$ cat src/rtl/pbfb_pkg.sv
`timescale 1ns / 1ps

package pbfb_pkg;

    // command codes
    localparam logic [1:0] OP_CLEAR  = 2'd0;
    localparam logic [1:0] OP_WRITE  = 2'd1;
    localparam logic [1:0] OP_SQUARE = 2'd2;
    localparam logic [1:0] OP_READ   = 2'd3;

    localparam int PAL_ENTRIES = 8;
    localparam int PAL_IDX_W   = 3;
    localparam int RGB_W       = 16;
    localparam int MAX_ADDR_W  = 16;
    localparam int COORD_W     = 13;
    localparam int APB_ADDR_W  = 5;

    localparam logic [RGB_W-1:0] PAL_RESET [PAL_ENTRIES] = '{
        16'd2177, 16'd3840, 16'd19816, 16'd24393,
        16'd51199, 16'd64201, 16'd64648, 16'd65451
    };

    typedef struct packed {
        logic [1:0] op;
        logic [7:0] x;
        logic [7:0] y;
        logic [2:0] color;
        logic [3:0] scale;
    } cmd_item_t;

    typedef struct packed {
        logic [15:0] rgb565;
        logic [2:0]  color_index;
        logic        in_range;
    } rsp_item_t;

    typedef struct packed {
        logic                  en;
        logic                  we;
        logic [MAX_ADDR_W-1:0] addr;
        logic [PAL_IDX_W-1:0]  data;
    } mem_req_t;

endpackage

$ cat src/rtl/pbfb_palette.sv
`timescale 1ns / 1ps

module pbfb_palette (
    input  logic                                clk,
    input  logic                                rst_n,
    input  logic                                psel,
    input  logic                                penable,
    input  logic                                pwrite,
    input  logic [pbfb_pkg::APB_ADDR_W-1:0]     paddr,
    input  logic [31:0]                         pwdata,
    output logic [31:0]                         prdata,
    output logic                                pready,
    input  logic [pbfb_pkg::PAL_IDX_W-1:0]      lookup_idx,
    output logic [pbfb_pkg::RGB_W-1:0]          lookup_rgb
);

    logic [pbfb_pkg::RGB_W-1:0]     pal_reg [pbfb_pkg::PAL_ENTRIES];
    logic [pbfb_pkg::PAL_IDX_W-1:0] reg_sel;

    assign reg_sel = paddr[pbfb_pkg::APB_ADDR_W-1:2];

    always_ff @(posedge clk or negedge rst_n)
    begin
        if (!rst_n)
        begin
            for (int i = 0; i < pbfb_pkg::PAL_ENTRIES; i++)
            begin
                pal_reg[i] <= pbfb_pkg::PAL_RESET[i];
            end
        end
        else if (psel && penable && pwrite)
        begin
            pal_reg[reg_sel] <= pwdata[pbfb_pkg::RGB_W-1:0];
        end
    end

    assign pready     = 1'b1;
    assign prdata     = {16'd0, pal_reg[reg_sel]};
    assign lookup_rgb = pal_reg[lookup_idx];

endmodule

$ cat config.mk
export PLATFORM = sky130hd
export DESIGN_NAME = pbfb_palette
export DESIGN_NICKNAME = d
export VERILOG_FILES = /design/src/rtl/pbfb_pkg.sv /design/src/rtl/pbfb_palette.sv
export SDC_FILE = /design/constraint.sdc
export NUM_CORES = 1
export LEC_CHECK = 0
export ABC_AREA = 1
export BUFFER_PORTS_ARGS = -buffer_cell sky130_fd_sc_hd__buf_2
export CAP_MARGIN = 20
export CORE_UTILIZATION = 40
export DETAILED_ROUTE_END_ITERATION = 10
export HOLD_SLACK_MARGIN = 0.02
export PLACE_DENSITY = 0.69
export REMOVE_ABC_BUFFERS = 1
export SLEW_MARGIN = 15
export SYNTH_ARGS = -nofsm -noshare
export SYNTH_HDL_FRONTEND = slang
export SYNTH_SLANG_ARGS = --single-unit
$ cat constraint.sdc
create_clock -name clk -period 1.45 [get_ports clk]
set_clock_uncertainty 0.05 [all_clocks]
set_input_delay 0.145 -clock clk [delete_from_list [all_inputs] [get_ports clk]]
set_output_delay 0.145 -clock clk [all_outputs]
set_load 0.02 [all_outputs]
==> results.sh <==
export IMPL_run_status="finished, violations left"
export IMPL_violations="negative setup slack"
export IMPL_syn_avg_cell_area_um2=6.31
export IMPL_finalSetupViolCount=32
export IMPL_io_buffers=58
export IMPL_cts_num_sinks=128
export IMPL_grt_pass1_vias=7291
export IMPL_p_leak_nw=5.15
export IMPL_total_power_mw=12.9
export IMPL_timing_hold_ws_ns=0.130
export IMPL_placed_cells=1546
export IMPL_area_delta_synth_final_pct=25.0
export IMPL_core_area_um2=19000
export IMPL_routed_wl_um=23500
export IMPL_vdd_drop_max_v=0.000869
export IMPL_firstDrtPassIters=7
export IMPL_overflow=0
export IMPL_ys_types=17
export IMPL_arrival_ns=1.50
export IMPL_start_kind="flop"
export IMPL_die_w_um=142
export IMPL_largest_register_ffs=128
export IMPL_ant_nets=0
export IMPL_min_delay_path_class="in -> async"
export IMPL_synth_seq_cells=128
export IMPL_finalHoldViolCount=0
export IMPL_drc=0
export IMPL_die_area_um2=20300
export IMPL_r2r_end="pal_reg[3]$_DFFE_PN1P_"
export IMPL_crit_fanout=2
export IMPL_track_usage=0.247
export IMPL_finalWeightedCongestion=0.845
export IMPL_reg2reg_from="pal_reg[3]$_DFFE_PN1P_"
export IMPL_setup_ws_ns=-0.240
export IMPL_hpwlAfterDp_um=14700
export IMPL_rsz0062_at_grt="true"
export IMPL_vias_per_cell=4.81
export IMPL_cp_end_kind="output port"
export IMPL_cts_tree="built"
export IMPL_critical_path_class="reg -> out"
export IMPL_cp_required_ns=1.25
export IMPL_drt_first_iter_violations=637
export IMPL_fillers=1894
export IMPL_clk_latency_ns=0.43
export IMPL_fin_cells=1599
export IMPL_nets=1371
export IMPL_num_vias=7694
export IMPL_antennaDiodeCount=0
export IMPL_yosysSeqAreaShare=0.417
export IMPL_report_final_slew_viol_count=0
export IMPL_grt_pass1_wl_um=37900
export IMPL_reg2reg_slack_ns=0.47
export IMPL_power_density_nw_per_um2=1300
export IMPL_h_tree_depth=4
export IMPL_grt_max_degree=44
export IMPL_finalCritPeriodShare=1.17
export IMPL_postSynthCellCount=1249
export IMPL_max_cap_violations=0
export IMPL_yosys_warnings=0
export IMPL_drive_gt1_frac=0.228
export IMPL_die_h_um=142
export IMPL_fmax_mhz=592
export IMPL_start_util=0.415
export IMPL_r2r_cells=3
export IMPL_clockBufferDepth=2
export IMPL_io_pins=94
export IMPL_antenna_found_initial=0
export IMPL_finish_utilization=0.518
export IMPL_clk_pin_slew_ns=0.05
export IMPL_cts_root_buffer="clkbuf_16"
export IMPL_wl_per_cell_um=14.7
export IMPL_place_ws_ns=0.0543
export IMPL_finalCriticalPeriod_ns=1.69
export IMPL_rows=50
export IMPL_numCtsBuffers=17
export IMPL_synth_area_um2=7890
[worst max-delay path, cell delays in order (launching register included)]
cell and delay, ns:
dfstp_2 0.54, inv_2 0.04, nand2_2 0.05, nand3_2 0.07, nand2_1 0.07, nand2_1 0.07
nand2_2 0.11, buf_6 0.12
[area by class of cell]
class,count,area [µm²],area share
multi-input combinational,896,3770,0.383
clock inverter,6,80.1,0.00812
timing repair buffer,132,1320,0.134
tap,260,325,0.0330
clock buffer,26,510,0.0518
inverter,151,567,0.0575
sequential,128,3290,0.333
[synthesized netlist by cell type]
| master | n | area (µm²) |
|---|---|---|
| buf_1 | 12 | 45.0 |
| buf_2 | 33 | 165 |
| buf_4 | 20 | 150 |
| clkbuf_1 | 24 | 90.1 |
| conb_1 | 2 | 7.51 |
| dfrtp_1 | 61 | 1530 |
| dfstp_2 | 67 | 1760 |
| inv_1 | 149 | 559 |
| inv_2 | 2 | 7.51 |
| nand2_1 | 662 | 2480 |
| nand3_1 | 70 | 350 |
| nand3_2 | 1 | 10.0 |
| nand4_1 | 4 | 25.0 |
| nor2_1 | 10 | 37.5 |
| nor2_2 | 4 | 25.0 |
| o21ai_0 | 125 | 626 |
| o21ai_1 | 3 | 15.0 |
[per-stage QoR]
| step | setup TNS, ns | area (µm²) |
|---|---|---|
| floorplan | -68.78 | 7490 |
| global placement | 0 | 8740 |
| detailed placement | 0 | 8740 |
| CTS | -6.37 | 9730 |
| global route | -8.64 | 9860 |
| finish | -6.30 | 9860 |
[power by group]
| part | internal (mW) | switching, mW |
|---|---|---|
| logic | 1.34 | 1.99 |
| clock network | 2.76 | 1.57 |
| registers | 4.68 | 0.514 |
| total | 8.78 | 4.08 |
[logic make-up (layout without fill, tap and decap cells)]
logic type | count (synthesis) | in the layout | share of synthesized area
flip-flops | 128 | 128 | 0.417
buffers and inverters | 240 | 315 | 0.129
AO/OA/AOI/OAI | 128 | 128 | 0.0812
other | 2 | 17 | 0.000952
AND/OR/NAND/NOR | 751 | 751 | 0.372
[worst max-delay path by stage]
stage	startpoint	to	slack (ns)
floorplan	paddr[2]	pal_reg[113]$_DFFE_PN0P_	-1.0
global placement	paddr[2]	prdata[3]	0.08
detailed placement	paddr[3]	pal_reg[65]$_DFFE_PN0P_	0.05
CTS	pal_reg[86]$_DFFE_PN1P_	prdata[6]	-0.23
global route	pal_reg[14]$_DFFE_PN1P_	lookup_rgb[14]	-0.31
finish	pal_reg[19]$_DFFE_PN1P_	lookup_rgb[3]	-0.24
[cells in the final DEF, fill, tap and decap left out]
cell type / instances
nand2_1: 627
buf_4: 40
buf_12: 18
nand3_1: 62
conb_1: 17
buf_6: 32
bufinv_16: 2
dfstp_2: 67
clkbuf_1: 5
dlygate4sd3_1: 17
clkbuf_16: 18
buf_2: 25
nor2_2: 7
o21ai_0: 125
nand2_2: 35
dfrtp_1: 61
o21ai_1: 3
clkbuf_8: 3
inv_1: 106
nand3_2: 9
nand4_1: 4
clkinv_2: 4
nor2_1: 7
inv_2: 45
[routing by layer]
| metal | global-route usage | vias up | wire [µm] |
|---|---|---|---|
| li1 | - | 3875 | - |
| met1 | 0.330 | 3548 | 10600 |
| met2 | 0.400 | 237 | 11200 |
| met3 | 0.0535 | 34 | 1350 |
| met4 | 0.0713 | 0 | 367 |
| met5 | 0 | - | 0 |
[what timing repair did]
action	in CTS	in global routing
hold buffers	17	0
hold endpoints to repair	194	0
pin swaps	57	60
setup buffers	1	3
resized for setup	92	57
setup endpoints to repair	32	32
Note: power is estimated with default switching activity, not from simulation.
