==> src/rtl/pbfb_pkg.sv <==
`timescale 1ns / 1ps

package pbfb_pkg;

    // command codes
    localparam logic [1:0] OP_CLEAR  = 2'd0;
    localparam logic [1:0] OP_WRITE  = 2'd1;
    localparam logic [1:0] OP_SQUARE = 2'd2;
    localparam logic [1:0] OP_READ   = 2'd3;

    localparam int PAL_ENTRIES = 8;
    localparam int PAL_IDX_W   = 3;
    localparam int RGB_W       = 16;
    localparam int MAX_ADDR_W  = 16;
    localparam int COORD_W     = 13;
    localparam int APB_ADDR_W  = 5;

    localparam logic [RGB_W-1:0] PAL_RESET [PAL_ENTRIES] = '{
        16'd2177, 16'd3840, 16'd19816, 16'd24393,
        16'd51199, 16'd64201, 16'd64648, 16'd65451
    };

    typedef struct packed {
        logic [1:0] op;
        logic [7:0] x;
        logic [7:0] y;
        logic [2:0] color;
        logic [3:0] scale;
    } cmd_item_t;

    typedef struct packed {
        logic [15:0] rgb565;
        logic [2:0]  color_index;
        logic        in_range;
    } rsp_item_t;

    typedef struct packed {
        logic                  en;
        logic                  we;
        logic [MAX_ADDR_W-1:0] addr;
        logic [PAL_IDX_W-1:0]  data;
    } mem_req_t;

endpackage

==> src/rtl/pbfb_seq.sv <==
`timescale 1ns / 1ps

module pbfb_seq #(
    parameter int FRAME_WIDTH  = 128,
    parameter int FRAME_HEIGHT = 128,
    parameter int MAX_SCALE    = 8,
    parameter int ADDR_W       = 14
) (
    input  logic                    clk,
    input  logic                    rst_n,
    input  logic                    accept,
    input  pbfb_pkg::cmd_item_t     cmd,
    output logic                    idle,
    output pbfb_pkg::mem_req_t      mem_req
);

    localparam logic [1:0] ST_IDLE   = 2'd0;
    localparam logic [1:0] ST_CLEAR  = 2'd1;
    localparam logic [1:0] ST_SQUARE = 2'd2;

    localparam int CW = pbfb_pkg::COORD_W;
    localparam logic [ADDR_W-1:0] LAST_ADDR = ADDR_W'(FRAME_WIDTH * FRAME_HEIGHT - 1);

    logic [1:0]        state_reg, state_next;
    logic [ADDR_W-1:0] clr_addr_reg, clr_addr_next;
    logic [2:0]        color_reg, color_next;
    logic [CW-1:0]     bx_reg, bx_next, by_reg, by_next;
    logic [3:0]        col_reg, col_next, row_reg, row_next;
    logic [3:0]        last_reg, last_next;

    logic [3:0]    side;
    logic          cmd_inside;
    logic [16:0]   cmd_addr;
    logic [CW-1:0] px, py;
    logic          sq_inside;
    logic [16:0]   sq_addr;

    assign side = ({1'b0, cmd.scale} > 5'(MAX_SCALE)) ? 4'(MAX_SCALE) : cmd.scale;

    assign cmd_inside = ({1'b0, cmd.x} < 9'(FRAME_WIDTH)) && ({1'b0, cmd.y} < 9'(FRAME_HEIGHT));
    assign cmd_addr   = 17'(cmd.y) * 17'(FRAME_WIDTH) + 17'(cmd.x);

    // each pixel of the square is clipped on its own
    assign px        = bx_reg + CW'(col_reg);
    assign py        = by_reg + CW'(row_reg);
    assign sq_inside = (px < CW'(FRAME_WIDTH)) && (py < CW'(FRAME_HEIGHT));
    assign sq_addr   = 17'(py[7:0]) * 17'(FRAME_WIDTH) + 17'(px[7:0]);

    assign idle = (state_reg == ST_IDLE);

    always_comb
    begin
        state_next    = state_reg;
        clr_addr_next = clr_addr_reg;
        color_next    = color_reg;
        bx_next       = bx_reg;
        by_next       = by_reg;
        col_next      = col_reg;
        row_next      = row_reg;
        last_next     = last_reg;
        mem_req       = '0;
        unique case (state_reg)
            ST_IDLE:
            begin
                if (accept)
                begin
                    unique case (cmd.op)
                        pbfb_pkg::OP_CLEAR:
                        begin
                            state_next    = ST_CLEAR;
                            clr_addr_next = '0;
                            color_next    = cmd.color;
                        end
                        pbfb_pkg::OP_WRITE:
                        begin
                            mem_req.en   = cmd_inside;
                            mem_req.we   = 1'b1;
                            mem_req.addr = pbfb_pkg::MAX_ADDR_W'(cmd_addr[ADDR_W-1:0]);
                            mem_req.data = cmd.color;
                        end
                        pbfb_pkg::OP_SQUARE:
                        begin
                            if (side != 4'd0)
                            begin
                                state_next = ST_SQUARE;
                            end
                            color_next = cmd.color;
                            bx_next    = CW'(cmd.x) * CW'(side);
                            by_next    = CW'(cmd.y) * CW'(side);
                            col_next   = '0;
                            row_next   = '0;
                            last_next  = side - 4'd1;
                        end
                        pbfb_pkg::OP_READ:
                        begin
                            mem_req.en   = cmd_inside;
                            mem_req.we   = 1'b0;
                            mem_req.addr = pbfb_pkg::MAX_ADDR_W'(cmd_addr[ADDR_W-1:0]);
                        end
                        default:
                        begin
                            state_next = ST_IDLE;
                        end
                    endcase
                end
            end
            ST_CLEAR:
            begin
                mem_req.en    = 1'b1;
                mem_req.we    = 1'b1;
                mem_req.addr  = pbfb_pkg::MAX_ADDR_W'(clr_addr_reg);
                mem_req.data  = color_reg;
                clr_addr_next = clr_addr_reg + 1'b1;
                if (clr_addr_reg == LAST_ADDR)
                begin
                    state_next = ST_IDLE;
                end
            end
            ST_SQUARE:
            begin
                mem_req.en   = sq_inside;
                mem_req.we   = 1'b1;
                mem_req.addr = pbfb_pkg::MAX_ADDR_W'(sq_addr[ADDR_W-1:0]);
                mem_req.data = color_reg;
                if (col_reg == last_reg)
                begin
                    col_next = '0;
                    row_next = row_reg + 4'd1;
                    if (row_reg == last_reg)
                    begin
                        state_next = ST_IDLE;
                    end
                end
                else
                begin
                    col_next = col_reg + 4'd1;
                end
            end
            default:
            begin
                state_next = ST_IDLE;
            end
        endcase
    end

    // reset starts a clearing pass with index zero
    always_ff @(posedge clk or negedge rst_n)
    begin
        if (!rst_n)
        begin
            state_reg    <= ST_CLEAR;
            clr_addr_reg <= '0;
            color_reg    <= '0;
        end
        else
        begin
            state_reg    <= state_next;
            clr_addr_reg <= clr_addr_next;
            color_reg    <= color_next;
        end
    end

    always_ff @(posedge clk)
    begin
        bx_reg   <= bx_next;
        by_reg   <= by_next;
        col_reg  <= col_next;
        row_reg  <= row_next;
        last_reg <= last_next;
    end

endmodule

==> config.mk <==
export PLATFORM = sky130hd
export DESIGN_NAME = pbfb_seq
export DESIGN_NICKNAME = d
export VERILOG_FILES = /design/src/rtl/pbfb_pkg.sv /design/src/rtl/pbfb_seq.sv
export SDC_FILE = /design/constraint.sdc
export NUM_CORES = 1
export LEC_CHECK = 0
export BUFFER_PORTS_ARGS = -buffer_cell sky130_fd_sc_hd__buf_2
export CAP_MARGIN = 10
export CORE_MARGIN = 4
export CORE_UTILIZATION = 60
export DETAILED_ROUTE_END_ITERATION = 10
export PLACE_DENSITY = 0.86
export SKIP_CTS_REPAIR_TIMING = 1
export SKIP_LAST_GASP = 1
export SLEW_MARGIN = 20
export SYNTH_ARGS = -nofsm -noshare
export SYNTH_HDL_FRONTEND = slang
export SYNTH_SLANG_ARGS = --single-unit
==> constraint.sdc <==
create_clock -name clk -period 5.2 [get_ports clk]
set_input_delay 0.26 -clock clk [delete_from_list [all_inputs] [get_ports clk]]
set_output_delay 0.26 -clock clk [all_outputs]
set_load 0.05 [all_outputs]
==> summary.md, run 1 <==
| Metric | Value |
|---|---|
| Setup-failing EPs final | `0` |
| Io pins | `50` |
| Worst skew pair latency | `0.32 ns` |
| Worst relative slew slack | `between 30% and 40%` |
| CTS root buffer | `clkbuf_8` |
| Worst-path clk slew | `0.12 ns` |
| Peak supply drop | `0.164 mV` |
| P_leak | `roughly 2.6 nW` |
| Largest register FFs | `14` |
| Vias in the first global route | `4308` |
| Clk buf depth | `2` |
| CP required | `5.29 ns` |
| Routability Congestion | `approximately 0.93` |
| Switching pwr | `0.839 mW` |
| Num CTS Buffers | `5` |
| Cells after Synth | `roughly 560` |
| TritonRoute pass-1 iters | `7` |
| Post-synth top flop | `edfxtp_1` |
| Hold Slack | `0.187 ns` |
| Unrepaired setup endpoints after global routing | `false` |
| CP peak stage delay | `between 0.7 and 0.8 ns` |
| Post-synth EDFFs | `36` |
| H-tree depth | `2` |
| Register area share after synthesis | `just under 30%` |
| Fin. max-slew vios | `0` |
| Post-DRT Antenna Nets | `0` |
| Residual DRC | `0` |
| Power per cell area | `314 nW/µm²` |
| Clock power share | `14.9%` |
| Syn Area/Cell | `around 9.3 µm²` |
| Routed wire length per instance | `roughly 18 µm` |
| Critical path startpoint category | `primary input` |
| Cell Rows | `33` |
| Hold Crit Class | `in2reg` |
| Vias/cell | `6.13` |
| Synth Cell Area | `between 5000 and 6000 µm²` |
| Crit-path max FO | `21` |
| Status | `completed` |
| Share of cells above drive strength 1 | `12.8%` |
| Worst-margin pin slew | `0.950 ns` |
| Starting Density | `between 60% and 70%` |
| Die area | `between 10000 and 15000 µm²` |
| Max_cap viols | `0` |
| Yosys cell types | `59` |
| Worst path slowest cell | `nor2b_1` |
| Crit path arrival time | `around 4.1 ns` |
| Cell mode on critical path | `fa_1` |
| Final WL | `~12000 µm` |
| Vias | `4326` |
| Grt ovf | `0` |
| Final #Nets | `706` |
| Tot Pwr | `between 1.5 and 2 mW` |
| Die X | `101 µm` |
| CTS tree | `built` |
| Overall routing resource usage | `25.0%` |
| Fmax | `248 MHz` |
| CP Cell Sequence | `buf_2, nor2b_1, nand2_1, fa_1, inv_1, fa_1, fa_1, a21o_1, a21oi_1, o21ai_0, nor4_1, a21oi_1, xor2_1` |
| YS warnings | `0` |
| Sequential power share | `34.2%` |
| Internal | `0.936 mW` |
| First-pass GRT wire length | `20500 µm` |
| Crit share post-route | `77.5%` |
| Core Footprint | `8340 µm²` |
| Fin crit period | `4.03 ns` |
| Switching Share | `47.3%` |
| Initial antenna violation count | `0` |
| Die span in y | `101 µm` |
| Layout area overhead | `8.04%` |
| Crit end category | `register` |
| Final hold violation count | `0` |
| Detailed Route Iter0 Violations | `between 400 and 500` |
| Setup TNS | `0 ns` |
| Crit Path Class | `in2reg` |
| Setup slack after layout | `1.17 ns` |
| Largest net degree at the start of global routing | `29` |
| Post-place setup slack | `just over 0.9 ns` |
| Fin util | `67.7%` |
| Async set or reset register ratio after synthesis | `34.5%` |
| Ant diodes | `0` |
| Clock skew after layout | `0.0119 ns` |
| Post-DP HPWL | `~9700 µm` |
| Comb power frac | `50.9%` |
| CTS Sinks | `55` |
| Yosys reg bits | `between 50 and 60` |
| PortBufs | `between 40 and 50` |
[cells by family (layout without fill, tap and decap cells)]
family / Yosys count / in the layout / share of synthesized area (%)
other: 1 / 2 / 0.0718
XOR/XNOR: 56 / 56 / 9.38
adder cells (fa/ha/maj): 78 / 78 / 22.4
multiplexers: 4 / 4 / 0.838
AND/OR/NAND/NOR: 201 / 201 / 20.4
flip-flops: 55 / 55 / 29.8
AO/OA/AOI/OAI: 90 / 90 / 11.6
buffers and inverters: 74 / 115 / 5.55
[through the flow]
stage,area (µm²),instances
after global routing,5650,706
final,5650,706
after CTS,5630,705
after global placement,5540,697
after detailed placement,5540,697
after floorplan,5230,560
[metal layers]
layer	vias to the layer above	share of wire [%]	track usage, %
met5	-	0	0
met4	0	2.6	7.98
met3	29	7.8	3.37
met2	195	50	43.1
met1	2099	40	32.8
li1	2003	-	-
[Yosys cell counts, types with 4 or more instances]
library cell / count / share of area, %
xor2_1: 24 / 4.0
ha_1: 52 / 12
nand3_1: 19 / 1.8
o21ai_0: 23 / 2.2
clkbuf_1: 13 / 0.93
edfxtp_1: 36 / 21
a21oi_1: 23 / 2.2
and2_1: 46 / 5.5
a21o_1: 5 / 0.72
o22ai_1: 4 / 0.48
fa_1: 26 / 10
dfrtp_1: 18 / 8.6
nor4_1: 8 / 0.96
nor2b_1: 7 / 0.84
and3_1: 5 / 0.60
a222oi_1: 11 / 2.1
xnor2_1: 32 / 5.4
nand2_1: 46 / 3.3
nor2_1: 43 / 3.1
nand4_1: 5 / 0.60
inv_1: 57 / 4.1
[path summary, 6_finish.rpt]
path / from / slack [ns] / end / depth (start not counted)
worst max register to register: state_reg[0]$_DFFE_PN1P_ / 2.44 / clr_addr_reg[10]$_DFFE_PN0P_ / 7
max in group asynchronous: rst_n / 4.46 / state_reg[0]$_DFFE_PN1P_ / 2
min in group asynchronous: rst_n / 0.40 / color_reg[0]$_DFFE_PN0P_ / 2
worst min register to register: state_reg[0]$_DFFE_PN1P_ / 0.52 / state_reg[0]$_DFFE_PN1P_ / 2
worst max-delay path: cmd[3] / 1.17 / bx_reg[10]$_DFFE_PP_ / 13
worst min-delay path: cmd[4] / 0.19 / color_reg[0]$_DFFE_PN0P_ / 2
[critical path, delay by kind of cell]
kind,cells,cell delay [ns]
AOI/OAI and AO/OA,4,0.70
adders and majority gates,3,1.55
buffers and inverters,2,0.28
xor gates and xnor gates,1,0.14
and+or+nand+nor,3,1.18
[power by group through the flow]
stage          Sequential, mW  Clock, mW  Combinational [mW]
4_1_cts                 0.606      0.264               0.897
3_3_place_gp            0.611          0               0.859
5_1_grt                 0.615      0.280               0.986
3_5_place_dp            0.614          0               0.891
2_1_floorplan           0.596          0               0.692
6_report                0.607      0.264               0.904
[layout make-up]
type	count	area (µm²)
tap	105	131
multi-input combinational	431	3390
fill	639	2690
inverter	57	214
sequential	55	1560
timing repair buffer	50	260
clock buffer	5	68.8
clock inverter	3	22.5
[cells in the final DEF (no fill, tap or decap), types with 3 or more instances in the layout]
master and instances:
nand4_1 5, fa_1 26, nand2_1 46, a222oi_1 11, clkbuf_8 5, buf_2 47
nor2b_1 6, inv_1 57, o21ai_1 3, and2_1 46, nor2b_2 3, o21ai_0 23
o22ai_1 4, nand2b_1 3, xnor2_1 32, a21o_1 5, ha_1 52, mux2_2 3
a21oi_1 23, edfxtp_1 36, nand3_1 19, nor2_1 42, dfrtp_1 18, xor2_1 24
and3_1 5, nor4_1 8
(Power assumes the default switching activity.)
==> run 2, diff against run 1 <==
--- a/config.mk
+++ b/config.mk
@@ -5,12 +5,13 @@
 export SDC_FILE = /design/constraint.sdc
 export NUM_CORES = 1
 export LEC_CHECK = 0
+export ABC_AREA = 1
 export BUFFER_PORTS_ARGS = -buffer_cell sky130_fd_sc_hd__buf_2
 export CAP_MARGIN = 10
 export CORE_MARGIN = 4
 export CORE_UTILIZATION = 60
 export DETAILED_ROUTE_END_ITERATION = 10
-export PLACE_DENSITY = 0.86
+export PLACE_DENSITY = 0.85
 export SKIP_CTS_REPAIR_TIMING = 1
 export SKIP_LAST_GASP = 1
 export SLEW_MARGIN = 20
==> constraint.sdc (replaced) <==
create_clock -name clk -period 3.8 [get_ports clk]
set_input_delay 0.19 -clock clk [delete_from_list [all_inputs] [get_ports clk]]
set_output_delay 0.19 -clock clk [all_outputs]
set_load 0.05 [all_outputs]
==> run 2 against run 1 <==
Compared with the run above: wire length up 14%; count of clock-buffer cells in the layout rose by 1; sequential share of layout area fell by 1.8 points; cell count is 27% higher; die area is 5.8% higher; final area grew 7.1%; clock power increased by 30%; synthesized area grew 6.3%; global-route usage is 1.2 points higher; synthesized cell count increased by 32%; via count up 20%; total power up 43%; critical path type is now reg2out; largest power group unchanged.
==> summary.md, run 2 <==
| Metric | Value |
|---|---|
| Status | `completed` |
| Crit end category | `output port` |
| Worst-path clk slew | `0.11 ns` |
| Critical path startpoint category | `register` |
| TritonRoute pass-1 iters | `5` |
| Crit-path max FO | `6` |
| Die X | `104 µm` |
| Cells after Synth | `740` |
| Largest family of logic cells by synthesized area | `simple AND/OR/NAND/NOR gates` |
| Die span in y | `104 µm` |
| CP required | `3.61 ns` |
| Crit Path Class | `reg2out` |
| Top cell type's share of synthesized area | `19.5%` |
| Setup TNS | `0 ns` |
| Starting Density | `62.8%` |
| Overall routing resource usage | `between 20% and 30%` |
| Min-Delay Startpoint | `cmd[4]` |
| Clock skew after layout | `0.0183 ns` |
| Unrepaired setup endpoints after global routing | `false` |
| Fin crit period | `3.53 ns` |
| Peak supply drop | `0.290 mV` |
| Num CTS Buffers | `5` |
| Vias | `5211` |
| Crit share post-route | `92.8%` |
| Ant diodes | `0` |
| Final WL | `14100 µm` |
| Share of cells above drive strength 1 | `roughly 10%` |
| Worst-margin pin slew | `0.842 ns` |
| Cell Rows | `34` |
| Leading post-synthesis cells by cell area | `edfxtp_1, ha_1, nand2_1, fa_1, inv_1` |
| Async set or reset register ratio after synthesis | `34.5%` |
| Tot Pwr | `about 2.5 mW` |
| Core Footprint | `8850 µm²` |
| R2R Setup Slk | `about 1.3 ns` |
| Crit path arrival time | `3.34 ns` |
| Synth Cell Area | `~5600 µm²` |
| PortBufs | `47` |
| H-tree depth | `2` |
| Yosys reg bits | `55` |
| Hold Path End | `color_reg[0]$_DFFE_PN0P_` |
| R2r endpoint | `row_reg[2]$_SDFFCE_PN0P_` |
| P_leak | `3.12 nW` |
| Compound-Gate Fraction of Synth Area | `a little under a tenth` |
| YS warnings | `0` |
| Initial antenna violation count | `0` |
| Vias in the first global route | `5127` |
| Cell type with the highest aggregate area in the netlist | `edfxtp_1` |
| Hold Crit Depth | `3` |
| Layout area overhead | `8.80%` |
| Routability Congestion | `0.910` |
| Yosys cell types | `46` |
| First-pass GRT wire length | `roughly 23000 µm` |
| Most frequent cell after synthesis | `nand2_1` |
| Power per cell area | `419 nW/µm²` |
| Fin. max-slew vios | `0` |
| Worst reg2reg path depth | `9` |
| Io pins | `50` |
| CTS Sinks | `55` |
| Worst skew pair latency | `0.32 ns` |
| Post-synth top flop | `edfxtp_1` |
| Synth Area in Simple Gates | `27.0%` |
| Register area share after synthesis | `28.0%` |
| Syn Area/Cell | `roughly 7.5 µm²` |
| Die area | `10900 µm²` |
| Commonest non-fill, non-tap cells in the layout | `nand2_1, inv_1, nor2_1, ha_1, nand3_1` |
| Worst relative slew slack | `43.9%` |
| Grt ovf | `0` |
| Post-synthesis adder-cell area fraction | `a little over a fifth` |
| Post-DP HPWL | `11300 µm` |
| Final #Nets | `897` |
| Residual DRC | `0` |
| Detailed Route Iter0 Violations | `455` |
| Clk buf depth | `2` |
| Post-synth EDFFs | `36` |
| Post-Synth XOR/XNOR Area | `under 10%` |
| Largest register FFs | `14` |
| Largest net degree at the start of global routing | `30` |
| Mux share of post-synthesis cell area | `0%` |
| Fmax | `284 MHz` |
| R2r startpoint | `state_reg[1]$_DFFE_PN0P_` |
| CTS root buffer | `clkbuf_8` |
| Vias/cell | `5.79` |
| Final hold violation count | `0` |
| Hold Crit Class | `in2reg` |
| Routed wire length per instance | `about 16 µm` |
| Most common cell after layout, fill and taps aside | `nand2_1` |
| Synth cell count leaders | `nand2_1, inv_1, nor2_1` |
| Max_cap viols | `0` |
| Post-DRT Antenna Nets | `0` |
| Setup-failing EPs final | `0` |
| CTS tree | `built` |
run 2: how the worst max path moves through the flow:
| stage | endpoint | startpoint | slack, ns |
|---|---|---|---|
| floorplan | row_reg[0]$_SDFFCE_PN0P_ | state_reg[1]$_DFFE_PN0P_ | 0.31 |
| global placement | bx_reg[9]$_DFFE_PP_ | cmd[3] | 0.45 |
| detailed placement | bx_reg[9]$_DFFE_PP_ | cmd[3] | 0.25 |
| CTS | mem_req[14] | col_reg[2]$_SDFFCE_PP0P_ | 0.23 |
| global route | mem_req[16] | col_reg[2]$_SDFFCE_PP0P_ | 0.02 |
| finish | mem_req[14] | col_reg[2]$_SDFFCE_PP0P_ | 0.27 |
run 2: through the flow:
stage	setup WS (ns)	std cells	hold slack, ns	area, µm²	util, %
after CTS	0.230	897	-0.193	6000	67.8
after global placement	0.445	889	0.149	5910	66.8
after global routing	0.0164	900	0.0895	6050	68.3
final	0.275	900	0.0875	6050	68.3
after floorplan	0.314	741	-0.106	5560	-
after detailed placement	0.252	889	0.159	5910	66.8
run 2: power breakdown:
part | internal [mW] | leakage, nW | switching (mW)
Clock | 0.133 | 0.0418 | 0.209
Sequential | 0.759 | 0.587 | 0.0877
Combinational | 0.403 | 2.49 | 0.944
run 2: worst max-delay path: stages (launching register included):
cell      delay, ns
edfxtp_1       0.48
ha_1           0.40
nand2_1        0.07
nor2_1         0.10
nand2_1        0.05
nand3_1        0.14
inv_1          0.08
o21ai_0        0.16
nand2_1        0.13
ha_1           0.24
ha_1           0.18
inv_1          0.07
nor2_1         0.05
nand3_1        0.12
nor2_2         0.06
nor2_1         0.08
nand2_1        0.08
a31oi_1        0.23
buf_4          0.26
run 2: per-layer routing:
layer | routed length, µm | GRT usage [%] | share of wire [%]
met2 | 6900 | 45.8 | 49
met1 | 5820 | 33.5 | 41
met4 | 422 | 10.1 | 3.0
met3 | 1000 | 2.98 | 7.1
met5 | 0 | 0 | 0
run 2: cell type report:
cell class / instances / area, µm²
repair buffers: 56 / 310
flip-flops and latches: 55 / 1560
clock buffers: 6 / 72.6
clock inverters: 2 / 16.3
fillers: 711 / 2800
inverters: 125 / 469
well taps: 108 / 135
multi-input cells: 548 / 3480
run 2: cell families after synthesis:
kind of cell,Yosys count
buf+inv,138
fa+ha+maj,78
flops,55
compound gates,93
xor+xnor,31
simple gates,344
other cells,1
==> run 3, diff against run 2 <==
--- a/config.mk
+++ b/config.mk
@@ -9,9 +9,9 @@
 export BUFFER_PORTS_ARGS = -buffer_cell sky130_fd_sc_hd__buf_2
 export CAP_MARGIN = 10
 export CORE_MARGIN = 4
-export CORE_UTILIZATION = 60
+export CORE_UTILIZATION = 55
 export DETAILED_ROUTE_END_ITERATION = 10
-export PLACE_DENSITY = 0.85
+export PLACE_DENSITY = 0.83
 export SKIP_CTS_REPAIR_TIMING = 1
 export SKIP_LAST_GASP = 1
 export SLEW_MARGIN = 20
==> constraint.sdc (replaced) <==
create_clock -name clk -period 2.82 [get_ports clk]
set_input_delay 0.141 -clock clk [delete_from_list [all_inputs] [get_ports clk]]
set_output_delay 0.141 -clock clk [all_outputs]
set_load 0.05 [all_outputs]
==> run 3 against run 2 <==
Compared with the run above: the run now ends with negative setup slack left; sequential share of layout area decreased by 3.4 points; via count up 5.4%; first-iteration DRC count up 23%; highest routed layer unchanged; non-clock buffer count up 61; register-to-register slack got worse by 0.55 ns.
==> summary.md, run 3 (synthesis gave the netlist of run 2 again) <==
| Metric | Value |
|---|---|
| Post-place setup slack | `-0.275 ns` |
| Fill cell count | `789` |
| Hold Crit Class | `in2reg` |
| CP delay by family, top | `simple AND/OR/NAND/NOR gates` |
| CP Cell Sequence | `ha_4, nand2_4, nor2_2, nand2_1, nand3_2, inv_2, o21ai_2, nand2_2, ha_4, ha_4, inv_4, nor2_4, nand3_2, nor2_4, nor2_2, nand2_2, a31oi_4, buf_6` |
| Final WL | `15800 µm` |
| CP peak stage delay | `0.50 ns` |
| Power per cell area | `556 nW/µm²` |
| Cell mode on critical path | `ha_4` |
| Layout area overhead | `25.4%` |
| Unrepaired setup endpoints after global routing | `true` |
| Final hold violation count | `0` |
| Clk buf depth | `2` |
| Die span in y | `109 µm` |
| P_leak | `3.46 nW` |
| Clock skew after layout | `0.0116 ns` |
| Die X | `109 µm` |
| Fin. max-slew vios | `0` |
| Routability Congestion | `about 0.88` |
| Die area | `between 10000 and 15000 µm²` |
| Fin crit period | `roughly 3.2 ns` |
| Post-DRT Antenna Nets | `0` |
| Ant diodes | `0` |
| Setup slack after layout | `-0.359 ns` |
| Detailed Route Iter0 Violations | `561` |
| PortBufs | `47` |
| TritonRoute pass-1 iters | `5` |
| Max_cap viols | `0` |
| Buf+Inv Stages, Crit Path | `3` |
| Worst path slowest cell | `edfxtp_1` |
| Starting Density | `56.6%` |
| Fmax | `315 MHz` |
| CTS root buffer | `clkbuf_8` |
| CTS Sinks | `55` |
| Largest net degree at the start of global routing | `29` |
| Crit share post-route | `113%` |
| Residual DRC | `0` |
| Failing checks | `negative setup slack` |
| H-tree depth | `2` |
| CP required | `2.68 ns` |
| Worst skew pair latency | `0.32 ns` |
| Setup-failing EPs final | `7` |
| Io pins | `50` |
| Initial antenna violation count | `0` |
| Overall routing resource usage | `between 20% and 30%` |
| Critical path startpoint category | `register` |
| Largest register FFs | `14` |
| Final #Nets | `~960` |
| Share of cells above drive strength 1 | `between 20% and 30%` |
| Post-DP HPWL | `12100 µm` |
| Worst-path clk slew | `0.11 ns` |
| Setup TNS | `-1.58 ns` |
| CTS tree | `built` |
| Routed wire length per instance | `16.0 µm` |
| Peak supply drop | `~0.32 mV` |
| Status | `complete, but fails checks` |
| Most common cell after layout, fill and taps aside | `nand2_1` |
| Crit Path Class | `reg2out` |
| Tot Pwr | `3.88 mW` |
| Crit path arrival time | `3.04 ns` |
| Commonest non-fill, non-tap cells in the layout | `nand2_1, inv_1, nor2_1, buf_4, nand3_1` |
| Crit end category | `output port` |
| DP Area | `6450 µm²` |
| Vias in the first global route | `5391` |
| First-pass GRT wire length | `approximately 25000 µm` |
| Design Area, Final | `6970 µm²` |
| Num CTS Buffers | `5` |
| Vias/cell | `5.57` |
| Crit-path max FO | `4` |
| Core Footprint | `9820 µm²` |
| Cell Rows | `36` |
| Vias | `5490` |
| Grt ovf | `0` |
## run 3: changes by cell type in the layout (fill, tap and decap cells not counted), moves of 8 or more
cell,change
a21oi_1,-11
a21oi_2,+11
buf_4,+57
buf_6,+8
ha_1,-12
ha_4,+12
nand2_1,-10
nand2_2,+9
nor2_1,-11
## run 3: per-layer routing
layer / up-vias / global-route usage, % / share of wire (%)
li1: 2618 / - / -
met1: 2573 / 34.3 / 40
met2: 247 / 45.4 / 50
met3: 52 / 3.52 / 7.0
met4: 0 / 10.3 / 3.8
met5: - / 0 / 0
## run 3: per-stage QoR
stage | cells | util (%) | hold slack (ns)
finish | 986 | 71.0 | 0.0330
global route | 986 | 71.0 | 0.0318
CTS | 975 | 66.7 | -0.244
detailed placement | 967 | 65.6 | 0.107
global placement | 967 | 65.6 | 0.0974
floorplan | 741 | - | -0.155
## run 3: tightest hold or removal path: cells and delay by family
family                 cells  cell delay (ns)
AND/OR/NAND/NOR            2             0.10
buffers and inverters      1             0.09
## run 3: where the power goes
group | switching [mW] | internal (mW) | total (mW)
combinational | 1.42 | 0.786 | 2.21
sequential | 0.111 | 1.02 | 1.13
clock | 0.297 | 0.234 | 0.532
## run 3: worst paths after layout
kind	from	end	slack, ns	depth (start not counted)
min reg2reg	color_reg[2]$_DFFE_PN0P_	color_reg[2]$_DFFE_PN0P_	0.50	2
max in group asynchronous	rst_n	state_reg[0]$_DFFE_PN1P_	2.19	2
max	col_reg[3]$_SDFFCE_PP0P_	mem_req[14]	-0.36	18
min in group asynchronous	rst_n	state_reg[1]$_DFFE_PN0P_	0.29	2
max reg2reg	state_reg[0]$_DFFE_PN1P_	row_reg[0]$_SDFFCE_PN0P_	0.74	6
min	cmd[5]	color_reg[1]$_DFFE_PN0P_	0.03	3
## run 3: final cells by class
type                       count  area (µm²)  area share, %
multi-input combinational    548        3830           55.0
sequential                    55        1560           22.4
timing repair buffer         117         828           11.9
inverter                     125         477           6.84
tap                          133         166           2.39
clock buffer                   7        97.6           1.40
clock inverter                 1        8.76          0.126
